[config.mk]
export PLATFORM = sky130hd
export DESIGN_NAME = r2p_cell
export DESIGN_NICKNAME = d
export VERILOG_FILES = /design/src/hdl/r2p_pkg.sv /design/src/hdl/r2p_cell.sv
export SDC_FILE = /design/constraint.sdc
export NUM_CORES = 1
export LEC_CHECK = 0
export ABC_AREA = 1
export ABC_CLOCK_PERIOD_IN_PS = 7280
export BUFFER_PORTS_ARGS = -buffer_cell sky130_fd_sc_hd__buf_2
export CAP_MARGIN = 20
export CELL_PAD_IN_SITES_DETAIL_PLACEMENT = 2
export CELL_PAD_IN_SITES_GLOBAL_PLACEMENT = 2
export CORE_MARGIN = 2
export CORE_UTILIZATION = 31
export CTS_BUF_LIST = sky130_fd_sc_hd__clkbuf_8
export DETAILED_ROUTE_END_ITERATION = 7
export PLACE_DENSITY_LB_ADDON = 0.15
export SETUP_SLACK_MARGIN = 0.4
export SYNTH_ARGS = -nofsm -noshare
export SYNTH_HDL_FRONTEND = slang
export SYNTH_SLANG_ARGS = --single-unit
[constraint.sdc]
create_clock -name clock -period 7.28 [get_ports clock]
set_clock_uncertainty 0.1 [all_clocks]
set_input_delay 0.728 -clock clock [delete_from_list [all_inputs] [get_ports clock]]
set_output_delay 0.728 -clock clock [all_outputs]
set_load 0.005 [all_outputs]
[src/hdl/r2p_pkg.sv]
`default_nettype none
package r2p_pkg;

   // Angle pipeline
   localparam int CORDIC_STEPS = 56;
   localparam int FINE_BITS = 64;

   // pi * 2^60 is the first arctangent entry (pi/4 scaled by 2^62)
   localparam logic [FINE_BITS-1:0] PI_Q60 = 64'h3243_F6A8_885A_308D;

   // 2^64 / pi rounded to nearest, split for the partial products
   localparam logic [31:0] INV_PI_HI = 32'h517C_C1B7;
   localparam logic [31:0] INV_PI_LO = 32'h2722_0A95;

   // Fine binary angle: a full turn is 2^63
   localparam logic [FINE_BITS-1:0] TURN_EIGHTH = 64'h1000_0000_0000_0000;
   localparam logic [FINE_BITS-1:0] TURN_QUARTER = 64'h2000_0000_0000_0000;
   localparam logic [FINE_BITS-1:0] TURN_HALF = 64'h4000_0000_0000_0000;

   localparam logic [15:0] MAG_MAX = 16'hFFFF;

   typedef struct packed {
      logic rneg;   // real part negative
      logic ineg;   // imaginary part negative
      logic swap;   // |im| > |re|, octant mirrored about the diagonal
      logic axis;   // one of the parts is zero
      logic diag;   // |re| == |im|
   } flags_type;

   // Shift-subtract quotient, evaluated only for elaboration constants
   function automatic logic [FINE_BITS-1:0] div_small(input logic [FINE_BITS-1:0] num,
                                                      input logic [FINE_BITS-1:0] den);
      logic [FINE_BITS-1:0] quo;
      logic [FINE_BITS-1:0] rmd;
      quo = '0;
      rmd = '0;
      for (int b = FINE_BITS - 1; b >= 0; b--) begin
         rmd = {rmd[FINE_BITS-2:0], num[b]};
         if (rmd >= den) begin
            rmd = rmd - den;
            quo[b] = 1'b1;
         end
      end
      return quo;
   endfunction

   // atan(2^-step) * 2^62 from the truncated series
   function automatic logic [FINE_BITS-1:0] atan_entry(input int step);
      logic [FINE_BITS-1:0] sum;
      logic [FINE_BITS-1:0] term;
      int e;
      sum = '0;
      if (step == 0) begin
         sum = PI_Q60;
      end else begin
         for (int k = 0; k < 32; k++) begin
            e = step * (2 * k + 1);
            if (e <= 62) begin
               term = div_small(64'd1 << (62 - e), 64'(2 * k + 1));
               if ((k & 1) == 0) begin
                  sum = sum + term;
               end else begin
                  sum = sum - term;
               end
            end
         end
      end
      return sum;
   endfunction

endpackage
`default_nettype wire

[src/hdl/r2p_cell.sv]
`default_nettype none
module r2p_cell #(
   parameter int SAMPLE_BITS = 16,
   parameter int STEP = 0
) (
   input  wire logic                      clock,
   input  wire logic                      reset,
   input  wire logic                      advance,
   input  wire logic                      up_valid,
   input  wire r2p_pkg::flags_type        up_flags,
   input  wire logic [63:0]               up_x,
   input  wire logic [63:0]               up_y,
   input  wire logic [63:0]               up_z,
   input  wire logic [2*SAMPLE_BITS-1:0]  up_sq,
   input  wire logic [SAMPLE_BITS-1:0]    up_root,
   input  wire logic [SAMPLE_BITS+1:0]    up_rem,
   output logic                           dn_valid,
   output r2p_pkg::flags_type             dn_flags,
   output logic [63:0]                    dn_x,
   output logic [63:0]                    dn_y,
   output logic [63:0]                    dn_z,
   output logic [2*SAMPLE_BITS-1:0]       dn_sq,
   output logic [SAMPLE_BITS-1:0]         dn_root,
   output logic [SAMPLE_BITS+1:0]         dn_rem
);
   localparam int W = SAMPLE_BITS;
   localparam logic [63:0] ATAN_STEP = r2p_pkg::atan_entry(STEP);

   logic                 valid_ff;
   r2p_pkg::flags_type   flags_ff;
   logic [63:0]          x_shift, y_shift;
   logic [63:0]          x_in, y_in, z_in, x_ff, y_ff, z_ff;
   logic [2*W-1:0]       sq_in, sq_ff;
   logic [W-1:0]         root_in, root_ff;
   logic [W+1:0]         rem_in, rem_ff;

   // one CORDIC vectoring rotation
   assign x_shift = up_x >> STEP;
   assign y_shift = $unsigned($signed(up_y) >>> STEP);

   always_comb begin
      if (up_y[63]) begin
         x_in = up_x - y_shift;
         y_in = up_y + x_shift;
         z_in = up_z - ATAN_STEP;
      end else begin
         x_in = up_x + y_shift;
         y_in = up_y - x_shift;
         z_in = up_z + ATAN_STEP;
      end
   end

   // one root digit: bring down the next two bits of the sum of squares
   assign sq_in = {up_sq[2*W-3:0], 2'b00};

   generate
      if (STEP < W) begin : g_root
         logic [W+3:0] rem_shift, trial, rem_diff;
         assign rem_shift = {up_rem, up_sq[2*W-1 -: 2]};
         assign trial = {2'b00, up_root, 2'b01};
         assign rem_diff = rem_shift - trial;
         always_comb begin
            if (rem_shift >= trial) begin
               rem_in = rem_diff[W+1:0];
               root_in = {up_root[W-2:0], 1'b1};
            end else begin
               rem_in = rem_shift[W+1:0];
               root_in = {up_root[W-2:0], 1'b0};
            end
         end
      end else begin : g_hold
         assign rem_in = up_rem;
         assign root_in = up_root;
      end
   endgenerate

   always_ff @(posedge clock) begin
      if (reset) begin
         valid_ff <= 1'b0;
      end else if (advance) begin
         valid_ff <= up_valid;
      end
   end

   always_ff @(posedge clock) begin
      if (advance) begin
         flags_ff <= up_flags;
         x_ff <= x_in;
         y_ff <= y_in;
         z_ff <= z_in;
         sq_ff <= sq_in;
         root_ff <= root_in;
         rem_ff <= rem_in;
      end
   end

   assign dn_valid = valid_ff;
   assign dn_flags = flags_ff;
   assign dn_x = x_ff;
   assign dn_y = y_ff;
   assign dn_z = z_ff;
   assign dn_sq = sq_ff;
   assign dn_root = root_ff;
   assign dn_rem = rem_ff;
endmodule
`default_nettype wire

Yosys cells after proc, flatten, opt, wreduce, memory -nomap -nowiden

Cells that the tools add are included.

Order comparisons: 1
Mux-type cells: 5
Add/sub/neg operators: 6

Operators by type and width:

| cell                                                                  | count |
|---|---|
| 64-bit two-way mux                                                    | 3 |
| 64-bit subtractor                                                     | 2 |
| 64-bit by 62-bit adder with 64-bit output, second input constant      | 1 |
| 64-bit adder                                                          | 1 |
| 64-bit by 62-bit subtractor with 64-bit output, second input constant | 1 |
| 20-bit by 18-bit greater-or-equal comparator with 1-bit output        | 1 |
| 18-bit two-way mux                                                    | 1 |
| 18-bit subtractor                                                     | 1 |
| 1-bit two-way mux                                                     | 1 |

Logic and storage cells: 24
Input port bits: 267
Output and inout bits: 264
Register bits: 262

Logic depth before layout (Yosys ltp)

Word-level depth: 2
Mapped depth: 19
Mapped depth without buffers: 18

Worst setup path before layout

No wires, ideal clock.

Path type: input -> register
Start point: input port up_y[63]
End point: register z_ff[59], in the netlist dn_z[59], data pin
Setup time: 0.252 ns
Arrival: 2.992 ns
Buffers on the path: 2
Stages: 16
Path slack: 3.936 ns
Required time: 6.928 ns
Cells stage by stage: inv_2 clkbuf_1 buf_2 ha_1 a21oi_1 nand2_1 a21oi_1 inv_1 nand2_1 nand2_1 nand2_1 nand2_1 nand2_1 nand2_1 nand2_1 nand2_1

Cells in the longest elaborated chain, start to end: 1

Ends and longest elaborated chain:

| element                | line           | source |
|---|---|---|
| start: declaration     | r2p_cell.sv:12 | `input wire logic [63:0] up_y,` |
| 64-bit two-way mux     | r2p_cell.sv:42 | `if (up_y[63]) begin` |
| net z_in[59]           | r2p_cell.sv:32 | `logic [63:0] x_in, y_in, z_in, x_ff, y_ff, z_ff;` |
| end signal: assignment | r2p_cell.sv:90 | `z_ff <= z_in;` |
| end: declaration       | r2p_cell.sv:32 |  |

The timed path passes the listed nets, and every way through them passes these cells.
A chain may end at the register's enable or synchronous reset.

Final worst setup path

Ends and elaborated chain as after synthesis.

==> run metrics <==
crit share post-route 49.4%; setup_tns 0 ps; via density per instance 5.09; Max Slew Vio Count 0; routed vias 36625; ANT nets after route 0; Post-Synthesis Cells 5269; area of the core 102000 um^2; area of the mapped netlist 31900 um^2; Crit. Startpoint up_y[63]; Layout Nets 6330; register area share after synthesis 24.5%; worst-path fanout max 70; Synth area leaders edfxtp_1, nand2_1, inv_1; Reg2Reg Depth 2; Worst Min Path Start up_flags[1]; post-synthesis register bit count 261; Adder-Cell Fraction of Synth Area 10.8%; Num CTS Buffers 55; Pre-Repair DR Iteration Count 7; drc violations 2; Hold Slack 43.3 ps; Hold Vio Cnt, Final 0; die area 106000 um^2; htree depth 2; Critical Path RT 7670 ps; R2R setup slack 6590 ps; Critical Path Start Type input port; mux cell area share after synthesis 0.0314%; global-route wire length before repair 250000 um; XOR/XNOR Fraction of Synth Area 2.77%; type of the worst min-delay path in2reg; Syn Area/Cell 6.06 um^2; largest net degree at the start of global routing 136; row count 117; complex-gate fraction of the synthesized area 9.45%; MaxCap Viol Count 0; status finished with violations; port bufs 528; commonest non-fill, non-tap cells in the layout nand2_1, inv_1, buf_2; die span in y 325 um; Worst-Margin Slew 958 ps; PwrDens 173 nW/um^2; Post-Place Setup Slack 2920 ps; GRT Total Usage 31.2%; Top FF cell, synth edfxtp_1; Synth Area in Simple Gates 37.8%; vias in the first global route 39559; post-synth top area cell edfxtp_1; GP Congestion 0.962; WL/cell 23.4 um; Worst Hold Path EP dn_flags[1]; reg2reg start dn_valid; Synth-to-Final Area Change 16.0%; critical path class in2reg; Worst Setup Slack, final 3680 ps; relative slew slack 36.1%; die width 325 um; Static Leak 0.0200 uW; post-DP HPWL 145000 um; share of cells above drive strength 1 13.0%; CTS Sinks 261; most common cell after layout, fill and taps aside nand2_1; Tmin final 3600 ps; # setup viols final 0; CTS root buf clkbuf_8; post-synthesis async set-or-reset flop share 0%; CTS tree done; Yosys cell types 55; post-CTS setup repair buffer count 0; Starting Density 31.3%; RSZ-0062 raised after global routing no; largest family of logic cells by synthesized area simple AND/OR/NAND/NOR gates; Crit path arrival time 3990 ps; DR iter-0 viols 1903; failing checks design-rule violations; clk_lat worst skew 750 ps; gr ovfl total 0; fill count 13155; hold-critical path depth 1; initial antenna violation count 6; Clock Path Buffers 3; Yosys top cell area share 24.5%; number of flops mapped to enable cells by yosys 260; clk slew on worst S/H paths 70 ps; reg2reg end dn_valid; total wire length 168000 um; Worst Setup End Kind flip-flop; Yosys warning count 0; maximum VDD drop 0.141 mV; Fmax achieved 278 MHz; io pins 531
[how the worst max path moves through the flow]
stage,slack [ps],to,cells after the start
2_1_floorplan,3940,dn_z[59],16
3_3_place_gp,3020,dn_z[59],15
3_5_place_dp,2920,dn_z[59],15
4_1_cts,3710,dn_z[59],15
5_1_grt,3460,dn_z[59],15
6_report,3680,dn_z[59],15
[final cells by class]
class / instances / area [um^2] / share of cell area [%]
timing repair buffer: 555 / 2930 / 7.90
tap: 1368 / 1710 / 4.62
antenna: 3 / 7.51 / 0.0203
sequential: 261 / 7830 / 21.1
inverter: 1081 / 4070 / 11.0
multi-input combinational: 3835 / 19400 / 52.5
clock buffer: 55 / 757 / 2.04
clock inverter: 42 / 303 / 0.818
[critical path, cell delays in order]
cell	delay [ps]
buf_6	570
inv_6	370
ha_1	530
a21oi_1	220
nand2_1	200
a21oi_1	410
inv_1	110
nand2_1	80
nand2_1	110
nand2_1	100
nand2_1	160
nand2_1	130
nand2_1	70
nand2_1	70
nand2_1	40
[metrics by stage]
step / utilization (%) / std cells / total power [uW] / instance area, um^2
after detailed placement: 35.1 / 7079 / 4730 / 35800
final: 36.3 / 7200 / 6390 / 37000
after floorplan: - / 5270 / 3490 / 31900
after global routing: 36.3 / 7199 / 6750 / 37000
after global placement: 35.1 / 7079 / 4640 / 35800
after CTS: 36.3 / 7197 / 6410 / 37000
[metal layers]
layer  up-vias  part of all wire, %  track usage (%)
met1     18058                   43             38.7
met3       247                  4.3             3.76
met2       939                   48             54.6
li1      17377                    -                -
met4         4                  4.6             12.9
met5         -                0.016                0
[cell usage after synthesis (13+ instances only)]
library cell  number
inv_2             31
nand2_1         1875
nor2_1           432
o21ai_1           14
nand2_2           24
xor2_1            93
a21oi_1          279
buf_4             33
nor2_2            46
o21bai_1          35
inv_1           1048
nand3_1          380
edfxtp_1         260
ha_1             270
buf_6             13
nor3_2            14
o21ai_0          166
nand4_1           61
buf_2             28
nor3_1            25
[sequential cells by signal, summed over array words and instances (netlist names)]
name,count
dn_y,64
dn_z,64
dn_x,63
dn_sq,30
dn_rem,18
dn_root,16
dn_flags,5
dn_valid,1
[cells by family (layout without fill, tap and decap cells)]
kind of cell | Yosys count | after routing
AND/OR/NAND/NOR | 2902 | 2902
other | 1 | 5
buffers and inverters | 1174 | 1733
XOR/XNOR | 101 | 101
adder cells (fa/ha/maj) | 274 | 274
multiplexers | 1 | 1
AO/OA/AOI/OAI | 555 | 555
flip-flops | 261 | 261
[timing repair]
item / CTS / global route
endpoints found under the hold margin: 21 / 0
gates resized for setup: 0 / 0
hold buffers: 21 / 0
[where the power goes]
part	internal [uW]	switching, uW
registers	1930	83.5
logic	797	1940
clock network	820	831
total	3540	2850
(Power assumes the default switching activity.)
