==> config.mk <==
export PLATFORM = sky130hd
export DESIGN_NAME = r2p_front
export DESIGN_NICKNAME = d
export VERILOG_FILES = /design/src/hdl/r2p_pkg.sv /design/src/hdl/r2p_front.sv
export SDC_FILE = /design/constraint.sdc
export NUM_CORES = 1
export LEC_CHECK = 0
export BUFFER_PORTS_ARGS = -buffer_cell sky130_fd_sc_hd__buf_2
export CAP_MARGIN = 20
export CORE_ASPECT_RATIO = 0.75
export CORE_MARGIN = 4
export CORE_UTILIZATION = 40
export CTS_BUF_LIST = sky130_fd_sc_hd__clkbuf_4
export DETAILED_ROUTE_END_ITERATION = 6
export PLACE_DENSITY = 0.62
export SYNTH_ARGS = -nofsm -noshare
export SYNTH_HDL_FRONTEND = slang
export SYNTH_SLANG_ARGS = --single-unit
==> constraint.sdc <==
create_clock -name clock -period 7.1 [get_ports clock]
set_input_delay 0 -clock clock [delete_from_list [all_inputs] [get_ports clock]]
set_output_delay 0 -clock clock [all_outputs]
set_load 0.005 [all_outputs]
==> src/hdl/r2p_pkg.sv <==
`default_nettype none
package r2p_pkg;

   // Angle pipeline
   localparam int CORDIC_STEPS = 56;
   localparam int FINE_BITS = 64;

   // pi * 2^60 is the first arctangent entry (pi/4 scaled by 2^62)
   localparam logic [FINE_BITS-1:0] PI_Q60 = 64'h3243_F6A8_885A_308D;

   // 2^64 / pi rounded to nearest, split for the partial products
   localparam logic [31:0] INV_PI_HI = 32'h517C_C1B7;
   localparam logic [31:0] INV_PI_LO = 32'h2722_0A95;

   // Fine binary angle: a full turn is 2^63
   localparam logic [FINE_BITS-1:0] TURN_EIGHTH = 64'h1000_0000_0000_0000;
   localparam logic [FINE_BITS-1:0] TURN_QUARTER = 64'h2000_0000_0000_0000;
   localparam logic [FINE_BITS-1:0] TURN_HALF = 64'h4000_0000_0000_0000;

   localparam logic [15:0] MAG_MAX = 16'hFFFF;

   typedef struct packed {
      logic rneg;   // real part negative
      logic ineg;   // imaginary part negative
      logic swap;   // |im| > |re|, octant mirrored about the diagonal
      logic axis;   // one of the parts is zero
      logic diag;   // |re| == |im|
   } flags_type;

   // Shift-subtract quotient, evaluated only for elaboration constants
   function automatic logic [FINE_BITS-1:0] div_small(input logic [FINE_BITS-1:0] num,
                                                      input logic [FINE_BITS-1:0] den);
      logic [FINE_BITS-1:0] quo;
      logic [FINE_BITS-1:0] rmd;
      quo = '0;
      rmd = '0;
      for (int b = FINE_BITS - 1; b >= 0; b--) begin
         rmd = {rmd[FINE_BITS-2:0], num[b]};
         if (rmd >= den) begin
            rmd = rmd - den;
            quo[b] = 1'b1;
         end
      end
      return quo;
   endfunction

   // atan(2^-step) * 2^62 from the truncated series
   function automatic logic [FINE_BITS-1:0] atan_entry(input int step);
      logic [FINE_BITS-1:0] sum;
      logic [FINE_BITS-1:0] term;
      int e;
      sum = '0;
      if (step == 0) begin
         sum = PI_Q60;
      end else begin
         for (int k = 0; k < 32; k++) begin
            e = step * (2 * k + 1);
            if (e <= 62) begin
               term = div_small(64'd1 << (62 - e), 64'(2 * k + 1));
               if ((k & 1) == 0) begin
                  sum = sum + term;
               end else begin
                  sum = sum - term;
               end
            end
         end
      end
      return sum;
   endfunction

endpackage
`default_nettype wire

==> src/hdl/r2p_front.sv <==
`default_nettype none
module r2p_front #(
   parameter int SAMPLE_BITS = 16
) (
   input  wire logic                        clock,
   input  wire logic                        reset,
   input  wire logic                        advance,
   input  wire logic                        up_valid,
   input  wire logic signed [SAMPLE_BITS-1:0] up_real,
   input  wire logic signed [SAMPLE_BITS-1:0] up_imag,
   output logic                             dn_valid,
   output r2p_pkg::flags_type               dn_flags,
   output logic [63:0]                      dn_x,
   output logic [63:0]                      dn_y,
   output logic [2*SAMPLE_BITS-1:0]         dn_sq
);
   localparam int W = SAMPLE_BITS;
   localparam int CORDIC_SHIFT = 56 - W;

   logic [2:0] vld_ff;

   // stage 1: absolute values
   logic [W-1:0] re_bits, im_bits;
   logic [W-1:0] ax_in, ay_in, ax_ff, ay_ff;
   logic         rneg_ff, ineg_ff;

   // stage 2: squares and octant fold
   logic [2*W-1:0]       sqx_in, sqy_in, sqx_ff, sqy_ff;
   logic [W-1:0]         u_in, v_in, u_ff, v_ff;
   r2p_pkg::flags_type   flags_in, flags2_ff, flags3_ff;

   // stage 3: sum of squares and scaled CORDIC start
   logic [2*W-1:0] sq_in, sq_ff;
   logic [63:0]    x_in, y_in, x_ff, y_ff;

   assign re_bits = $unsigned(up_real);
   assign im_bits = $unsigned(up_imag);
   assign ax_in = re_bits[W-1] ? ({W{1'b0}} - re_bits) : re_bits;
   assign ay_in = im_bits[W-1] ? ({W{1'b0}} - im_bits) : im_bits;

   assign sqx_in = {{W{1'b0}}, ax_ff} * {{W{1'b0}}, ax_ff};
   assign sqy_in = {{W{1'b0}}, ay_ff} * {{W{1'b0}}, ay_ff};

   always_comb begin
      flags_in.rneg = rneg_ff;
      flags_in.ineg = ineg_ff;
      flags_in.swap = ay_ff > ax_ff;
      flags_in.axis = (ax_ff == '0) || (ay_ff == '0);
      flags_in.diag = ax_ff == ay_ff;
      u_in = flags_in.swap ? ay_ff : ax_ff;
      v_in = flags_in.swap ? ax_ff : ay_ff;
   end

   assign sq_in = sqx_ff + sqy_ff;
   assign x_in = {{(64-W){1'b0}}, u_ff} << CORDIC_SHIFT;
   assign y_in = {{(64-W){1'b0}}, v_ff} << CORDIC_SHIFT;

   always_ff @(posedge clock) begin
      if (reset) begin
         vld_ff <= '0;
      end else if (advance) begin
         vld_ff <= {vld_ff[1:0], up_valid};
      end
   end

   always_ff @(posedge clock) begin
      if (advance) begin
         ax_ff <= ax_in;
         ay_ff <= ay_in;
         rneg_ff <= re_bits[W-1];
         ineg_ff <= im_bits[W-1];
         sqx_ff <= sqx_in;
         sqy_ff <= sqy_in;
         u_ff <= u_in;
         v_ff <= v_in;
         flags2_ff <= flags_in;
         sq_ff <= sq_in;
         x_ff <= x_in;
         y_ff <= y_in;
         flags3_ff <= flags2_ff;
      end
   end

   assign dn_valid = vld_ff[2];
   assign dn_flags = flags3_ff;
   assign dn_x = x_ff;
   assign dn_y = y_ff;
   assign dn_sq = sq_ff;
endmodule
`default_nettype wire

# --- After elaboration in Yosys (flattened, before gate mapping) ---
# Index checks and enable logic that the tools add are counted.
totals:
  ff_bits: 207
  latchBits: 0
  mem_bits_rw: 0
  rom_bits: 0
  in_bits: 36
  out_inout_bits: 166
  elab_cells: 38
  memories: 0
op_classes:
  addsub: 3
  multipliers: 2
  div_mod_pow: 0
  order_cmp: 1
  eq_ne: 1
  shifts: 0
  muxes: 4
  n_bitwise: 0
  n_reduce_logical: 3
ops:
  columns: ["operator", "count"]
  rows:
  - ["$mul A16 B16 Y32", 2]
  - ["$add A32 B32 Y32", 1]
  - ["$logic_not A16 Y1", 2]
  - ["$mux W16", 2]
  - ["$sub A1 B16 Y16 const A", 2]
  - ["$mux W15", 2]
  - ["$eq A16 B16 Y1", 1]
  - ["$gt A16 B16 Y1", 1]
  - ["$logic_or A1 B1 Y1", 1]

# --- Longest topological paths before layout ---
# Gate-level depths: netlist of the first run.
depth:
  ltp_word: 2
  depth_mapped: 25
  depth_no_buf: 23

# --- Worst setup path before layout of the first run ---
# OpenSTA, ideal clock, no wires.
synth_timing:
  path_kind: "register to register"
  start: "register ay_ff[6]"
  end: "register sqy_ff[31] (data pin)"
  setup_ns: 0.258
  arrival_ns: 6.084
  t_required_ns: 6.842
  setup_slack_ns: 0.758
  path_stages_with_launch: 24
  path_buffers: 2
  period_less_slack_ns: 6.342
  cell_sequence: "edfxtp_1 clkbuf_1 clkbuf_1 nand2_1 fa_1 inv_1 fa_1 inv_1 fa_1 inv_1 fa_1 fa_1 inv_1 fa_1 inv_1 ha_1 and3_1 and3_1 and3_1 nor4b_4 a21bo_2 o211ai_2 a311o_1 xnor2_1"
synth_between:
  elab_chain_cells: 1
synth_lines:
  columns: ["item", "line_no", "text"]
  rows:
  - ["from (decl)", "r2p_front.sv:24", "logic [W-1:0] ax_in, ay_in, ax_ff, ay_ff;"]
  - ["from (signal assigned)", "r2p_front.sv:69", "ay_ff <= ay_in;"]
  - ["$mul A16 B16 Y32", "r2p_front.sv:42", "assign sqy_in = {{W{1'b0}}, ay_ff} * {{W{1'b0}}, ay_ff};"]
  - ["named net sqy_in[31]", "r2p_front.sv:28", "logic [2*W-1:0] sqx_in, sqy_in, sqx_ff, sqy_ff;"]
  - ["to (signal assigned)", "r2p_front.sv:73", "sqy_ff <= sqy_in;"]
  - ["to (decl)", "r2p_front.sv:28", null]
# The timed path passes the listed nets, and every way through them passes these cells.
# A chain may end at the register's enable or synchronous reset.

# --- Final worst setup path of the first run ---
# Same ends and word-level chain as after synthesis.

==> flow_summary.toml, run 1 <==
[timing]
rsz0062_at_grt = "no"
fin_crit_sh_pct = 94.1
finalSetupTns_ps = 0
setup_viol = 0
fmax_mhz = 150
slew_headroom_pct = 38.5
fin_skew_ps = 49.3
fin_crit_ps = 6680
hold_viol_final = 0
tightestPinTransition_ps = 923
slew_violations = 0

[synthesis]
yosysSeqAreaShare_pct = 25.2
synthFlopType = "edfxtp_1"
yosys_warnings = 0
syn_avg_cell_area_um2 = 10.0
ys_seq_elements = 205
synth.cell_area_mm2 = 0.0243
syn-instance-count = 2422
synth_edf_count = 202
async_reset_ff_share_pct = 0
synth.distinct_cells = 71

[clock_tree]
clock_latency_ps = 750
cts_max_level = 2
tritoncts = "built"
hold_buffers = 64
clk_pin_slew_ps = 60
cts.sinks = 205
ctsResizeCount = 0
cts_buffer_depth = 3
cts_buffers = 54
cts_setup_buffers = 0
root_buffer = "clkbuf_4"

[final_layout]
final_common_cell = "inv_1"
area_delta_synth_final_pct = 11.3
mostFrequentLayoutCells = "506 x inv_1, 324 x fa_1, 247 x ha_1, 202 x nand2_1, 202 x edfxtp_1"
largest_reg_flops = 32
fin_nets = 3235
layout-drive-gt1-share_pct = 10.5

[global_route]
antenna_found_initial = 2
grt_max_degree = 108
grt.total_usage_pct = 19.6
grt_pass1_wl_mm = 101
grt_pass1_vias = 17900
overflow = 0

[routing]
drtAntennaViolNets = 0
routed_wl_mm = 62.9
drtIter0Drc = 1313
wl_per_cell_um = 18.2
drtPass1Iterations = 5
drt-vias-per-instance = 4.95
routed-via-count = 17100
drc = 0

[critical_path]
rr_startpoint = "ay_ff[6]$_DFFE_PP_"
cp_cell_sequence = "nand2_1 -> fa_1 -> inv_1 -> fa_1 -> inv_1 -> fa_1 -> inv_1 -> fa_1 -> fa_1 -> inv_1 -> fa_1 -> inv_1 -> ha_1 -> and3_1 -> and3_1 -> and3_1 -> nor4b_4 -> a21bo_2 -> o211ai_2 -> a311o_1 -> xnor2_1"
start_kind = "flip-flop"
cp_max_fo = 17
cp_slowest_cell = "edfxtp_1"
path_class = "reg2reg"
end_kind = "flip-flop"
slowest_delay_ps = 800
cp.required_ps = 7550
arrival_ps = 7130
rr_worst_depth = 21
reg2reg_to = "sqy_ff[31]$_DFFE_PP_"
cpMostUsedCell = "fa_1"
reg2reg_setup_slack_ps = 420

[placed_design]
hpwl_mm = 50.8
port_buffers = 105
place_congestion = 0.928

[floorplan]
core_area_mm2 = 0.0595
die_y_um = 222
die_area_mm2 = 0.0648
io_pins = 202
num_rows = 77
start_util_pct = 40.8
die_w_um = 293

[outcome]
status = "finished, final reports clean"

[worst_hold_path]
hold_path_depth = 4
min_from = "up_valid"
worstHoldEndpoint = "vld_ff[0]$_SDFFE_PP0P_"
hold_path.class = "in2reg"

[run]
maxCapViolCount = 0
[how the worst max path moves through the flow]
| stage | endpoint | from | cells past startpoint |
|---|---|---|---|
| floorplan | sqy_ff[31]$_DFFE_PP_ | ay_ff[6]$_DFFE_PP_ | 23 |
| global placement | sqy_ff[31]$_DFFE_PP_ | ay_ff[6]$_DFFE_PP_ | 21 |
| detailed placement | sqy_ff[31]$_DFFE_PP_ | ay_ff[6]$_DFFE_PP_ | 20 |
| CTS | sqy_ff[31]$_DFFE_PP_ | ay_ff[6]$_DFFE_PP_ | 21 |
| global route | sqy_ff[31]$_DFFE_PP_ | ay_ff[6]$_DFFE_PP_ | 21 |
| finish | sqy_ff[31]$_DFFE_PP_ | ay_ff[6]$_DFFE_PP_ | 21 |
[layer usage]
metal | wire (um) | part of all wire [%] | vias to the layer above | GRT usage [%]
li1 | - | - | 8023 | -
met1 | 30900 | 49 | 8364 | 30.5
met2 | 25400 | 40 | 651 | 27.9
met3 | 5410 | 8.6 | 78 | 4.12
met4 | 1210 | 1.9 | 2 | 4.24
met5 | 12 | 0.019 | - | 0
[worst max-delay path: cells and delay by family, from the launching register on]
family                   cells  cell delay [ps]
XOR/XNOR                     1              130
flip-flops                   1              800
AO/OA/AOI/OAI                3              710
buffers and inverters        5              260
adder cells (fa/ha/maj)      7             3320
AND/OR/NAND/NOR              5             1180
[area by class of cell]
type / count / area, um^2
Antenna cell: 1 / 2.50
Clock buffer: 74 / 556
Clock inverter: 24 / 228
Fill cell: 5691 / 32500
Inverter: 513 / 1930
Multi-Input combinational cell: 1628 / 15600
Sequential cell: 205 / 6130
Tap cell: 790 / 988
Timing Repair Buffer: 226 / 1600
[logic make-up (layout without fill, tap and decap cells)]
group	after synthesis	after routing	share of synthesized area (%)
buffers and inverters	684	837	12.0
multiplexers	14	14	0.633
adder cells (fa/ha/maj)	571	571	39.4
XOR/XNOR	123	123	4.43
flip-flops	205	205	25.2
AO/OA/AOI/OAI	320	320	8.47
other	1	97	0.0154
AND/OR/NAND/NOR	504	504	9.82
[stage by stage]
stage	area [um^2]	setup slack, ps	util [%]	hold WS (ps)	instances
global route	27000	90.9	45.4	99.8	3461
detailed placement	25600	457	43.0	193	3298
finish	27000	422	45.4	95.9	3461
floorplan	24700	758	-	72.4	2517
CTS	27000	459	45.4	4.88	3460
global placement	25600	593	43.0	189	3298
[cells in the mapped netlist (4+ instances only)]
library cell	instances	area [um^2]
a211oi_1	5	37.5
a21o_1	58	435
a21oi_1	86	430
a31o_2	4	35.0
a31oi_1	5	31.3
and2_1	58	363
and3_1	14	87.6
buf_4	96	721
clkbuf_1	74	278
clkinv_1	7	26.3
edfxtp_1	202	6070
fa_1	324	6490
ha_1	247	3090
inv_1	506	1900
mux2_2	11	124
nand2_1	202	758
nand2b_1	11	68.8
nand3_1	26	130
nand4_1	16	100
nor2_1	106	398
nor2b_1	18	113
nor3_1	12	60.1
nor3b_1	4	30.0
nor4_1	10	62.6
o21a_1	5	37.5
o21ai_0	85	425
o21ai_1	4	20.0
o21bai_1	10	75.1
o31a_1	4	35.0
o31ai_1	10	75.1
or2_2	6	37.5
or3_1	7	43.8
or4_1	6	45.0
xnor2_1	87	762
xor2_1	36	315
Power of run 1 is not shown: default switching activity piles up to over one toggle a cycle in this logic, so the estimate is an artifact.
==> run 2, diff against run 1 <==
CTS_CLUSTER_DIAMETER = 40   (was default)
PLACE_DENSITY = 0.68   (was 0.62)
==> flow_summary.toml, run 2 (same netlist as run 1, synthesis figures left out) <==
[floorplan]
die_area_mm2 = 0.0648
num_rows = 77
die_y_um = 222
start_util_pct = 40.8
die_w_um = 293
io_pins = 202
core_area_mm2 = 0.0595

[final_layout]
final_common_cell = "inv_1"
fin_nets = 3239
fillers = 5663
layout-drive-gt1-share_pct = 10.4
mostFrequentLayoutCells = "506 x inv_1, 324 x fa_1, 247 x ha_1, 202 x nand2_1, 202 x edfxtp_1"
largest_reg_flops = 32
area_delta_synth_final_pct = 11.1

[timing]
finalSetupTns_ps = 0
fin_skew_ps = 79.4
fin_crit_sh_pct = 96.3
fmax_mhz = 146
fin_crit_ps = 6830
tightestPinTransition_ps = 1080
slew_headroom_pct = 27.9
hold_viol_final = 0
slew_violations = 0
rsz0062_at_grt = "no"
setup_viol = 0

[routing]
drt-vias-per-instance = 5.01
routed-via-count = 17400
wl_per_cell_um = 18.5
routed_wl_mm = 64.0
drtAntennaViolNets = 0
drtIter0Drc = 1541
drc = 0
drtPass1Iterations = 6

[global_route]
grt_pass1_vias = 18200
grt_max_degree = 89
overflow = 0
grt.busiest_layer = "met1"
grtUsageMet1_pct = 29.2
use_met3_pct = 5.93
grt.total_usage_pct = 19.6
grtUsageMet2_pct = 27.7
grt_pass1_wl_mm = 101
antenna_found_initial = 6

[clock_tree]
cts.sinks = 205
clock_latency_ps = 780
clk_pin_slew_ps = 70
root_buffer = "clkbuf_4"
cts_buffer_depth = 3
cts_max_level = 2
cts_buffers = 54
tritoncts = "built"

[critical_path]
arrival_ps = 7290
cp_max_fo = 17
cp.required_ps = 7560
start_kind = "flip-flop"
path_class = "reg2reg"
end_kind = "flip-flop"

[placed_design]
hpwl_mm = 51.2
port_buffers = 105
place_congestion = 0.966

[outcome]
status = "finished, final reports clean"

[worst_hold_path]
hold_path.class = "in2reg"

[run]
maxCapViolCount = 0
run 2: changes by cell type in the layout (fill, tap and decap cells not counted):
cell,before,now
clkbuf_4,74,69
dlygate4sd3_1,64,69
clkinv_2,5,9
bufinv_16,5,2
diode_2,1,3
buf_4,57,56
clkinv_1,21,22
clkinvlp_4,0,1
inv_2,0,1
run 2: final cells by class:
cell class,instances,area (um^2),share of cell area [%]
Clock buffer,69,518,1.92
Tap cell,790,988,3.66
Timing Repair Buffer,230,1650,6.09
Inverter,513,1930,7.13
Antenna cell,3,7.51,0.0278
Sequential cell,205,6130,22.7
Multi-Input combinational cell,1628,15600,57.8
Clock inverter,28,173,0.639
run 2: what timing repair did:
item / CTS / global route
resized for setup: 0 / 0
hold buffers: 69 / 0
endpoints found under the setup margin: 0 / 0
setup buffers: 0 / 0
hold endpoints to repair: 86 / 0
run 2: per-layer routing:
metal	wire length [um]	part of all wire (%)	vias up
met1	30000	47	8397
li1	-	-	8049
met2	25700	40	803
met4	1620	2.5	4
met5	28	0.044	-
met3	6690	10	110
run 2: through the flow:
stage          instance area, um^2  worst slack [ps]  hold WS (ps)  utilization (%)  std cells
2_1_floorplan                24700               758          72.4                -       2517
4_1_cts                      27000               369          29.7             45.3       3463
6_report                     27000               266           129             45.4       3466
3_3_place_gp                 25600               588           187             43.0       3297
5_1_grt                      27000              67.1          81.7             45.4       3465
3_5_place_dp                 25600               414           193             43.0       3297
run 2: worst paths after layout:
check                                       startpoint                     to  slack (ps)  cells past startpoint
worst max register to register      ay_ff[9]$_DFFE_PP_   sqy_ff[30]$_DFFE_PP_         270                     19
worst min-delay path                       up_real[12]    ax_ff[12]$_DFFE_PP_         130                      3
worst min register to register  flags2_ff[1]$_DFFE_PP_  dn_flags[1]$_DFFE_PP_         410                      0
worst max-delay path                ay_ff[9]$_DFFE_PP_   sqy_ff[30]$_DFFE_PP_         270                     19
run 2: worst max-delay path, stage by stage (launching register included):
cell	delay, ps
edfxtp_1	830
buf_4	270
nand2_1	80
fa_1	660
inv_1	80
fa_1	570
fa_1	450
fa_1	490
fa_1	560
inv_1	80
fa_1	480
inv_1	50
ha_1	390
a21oi_1	260
nor2b_1	70
nor2_1	180
nor2_1	70
a2111oi_0	620
o31a_1	260
xnor2_1	60
Power of run 2 is left out for the same reason.
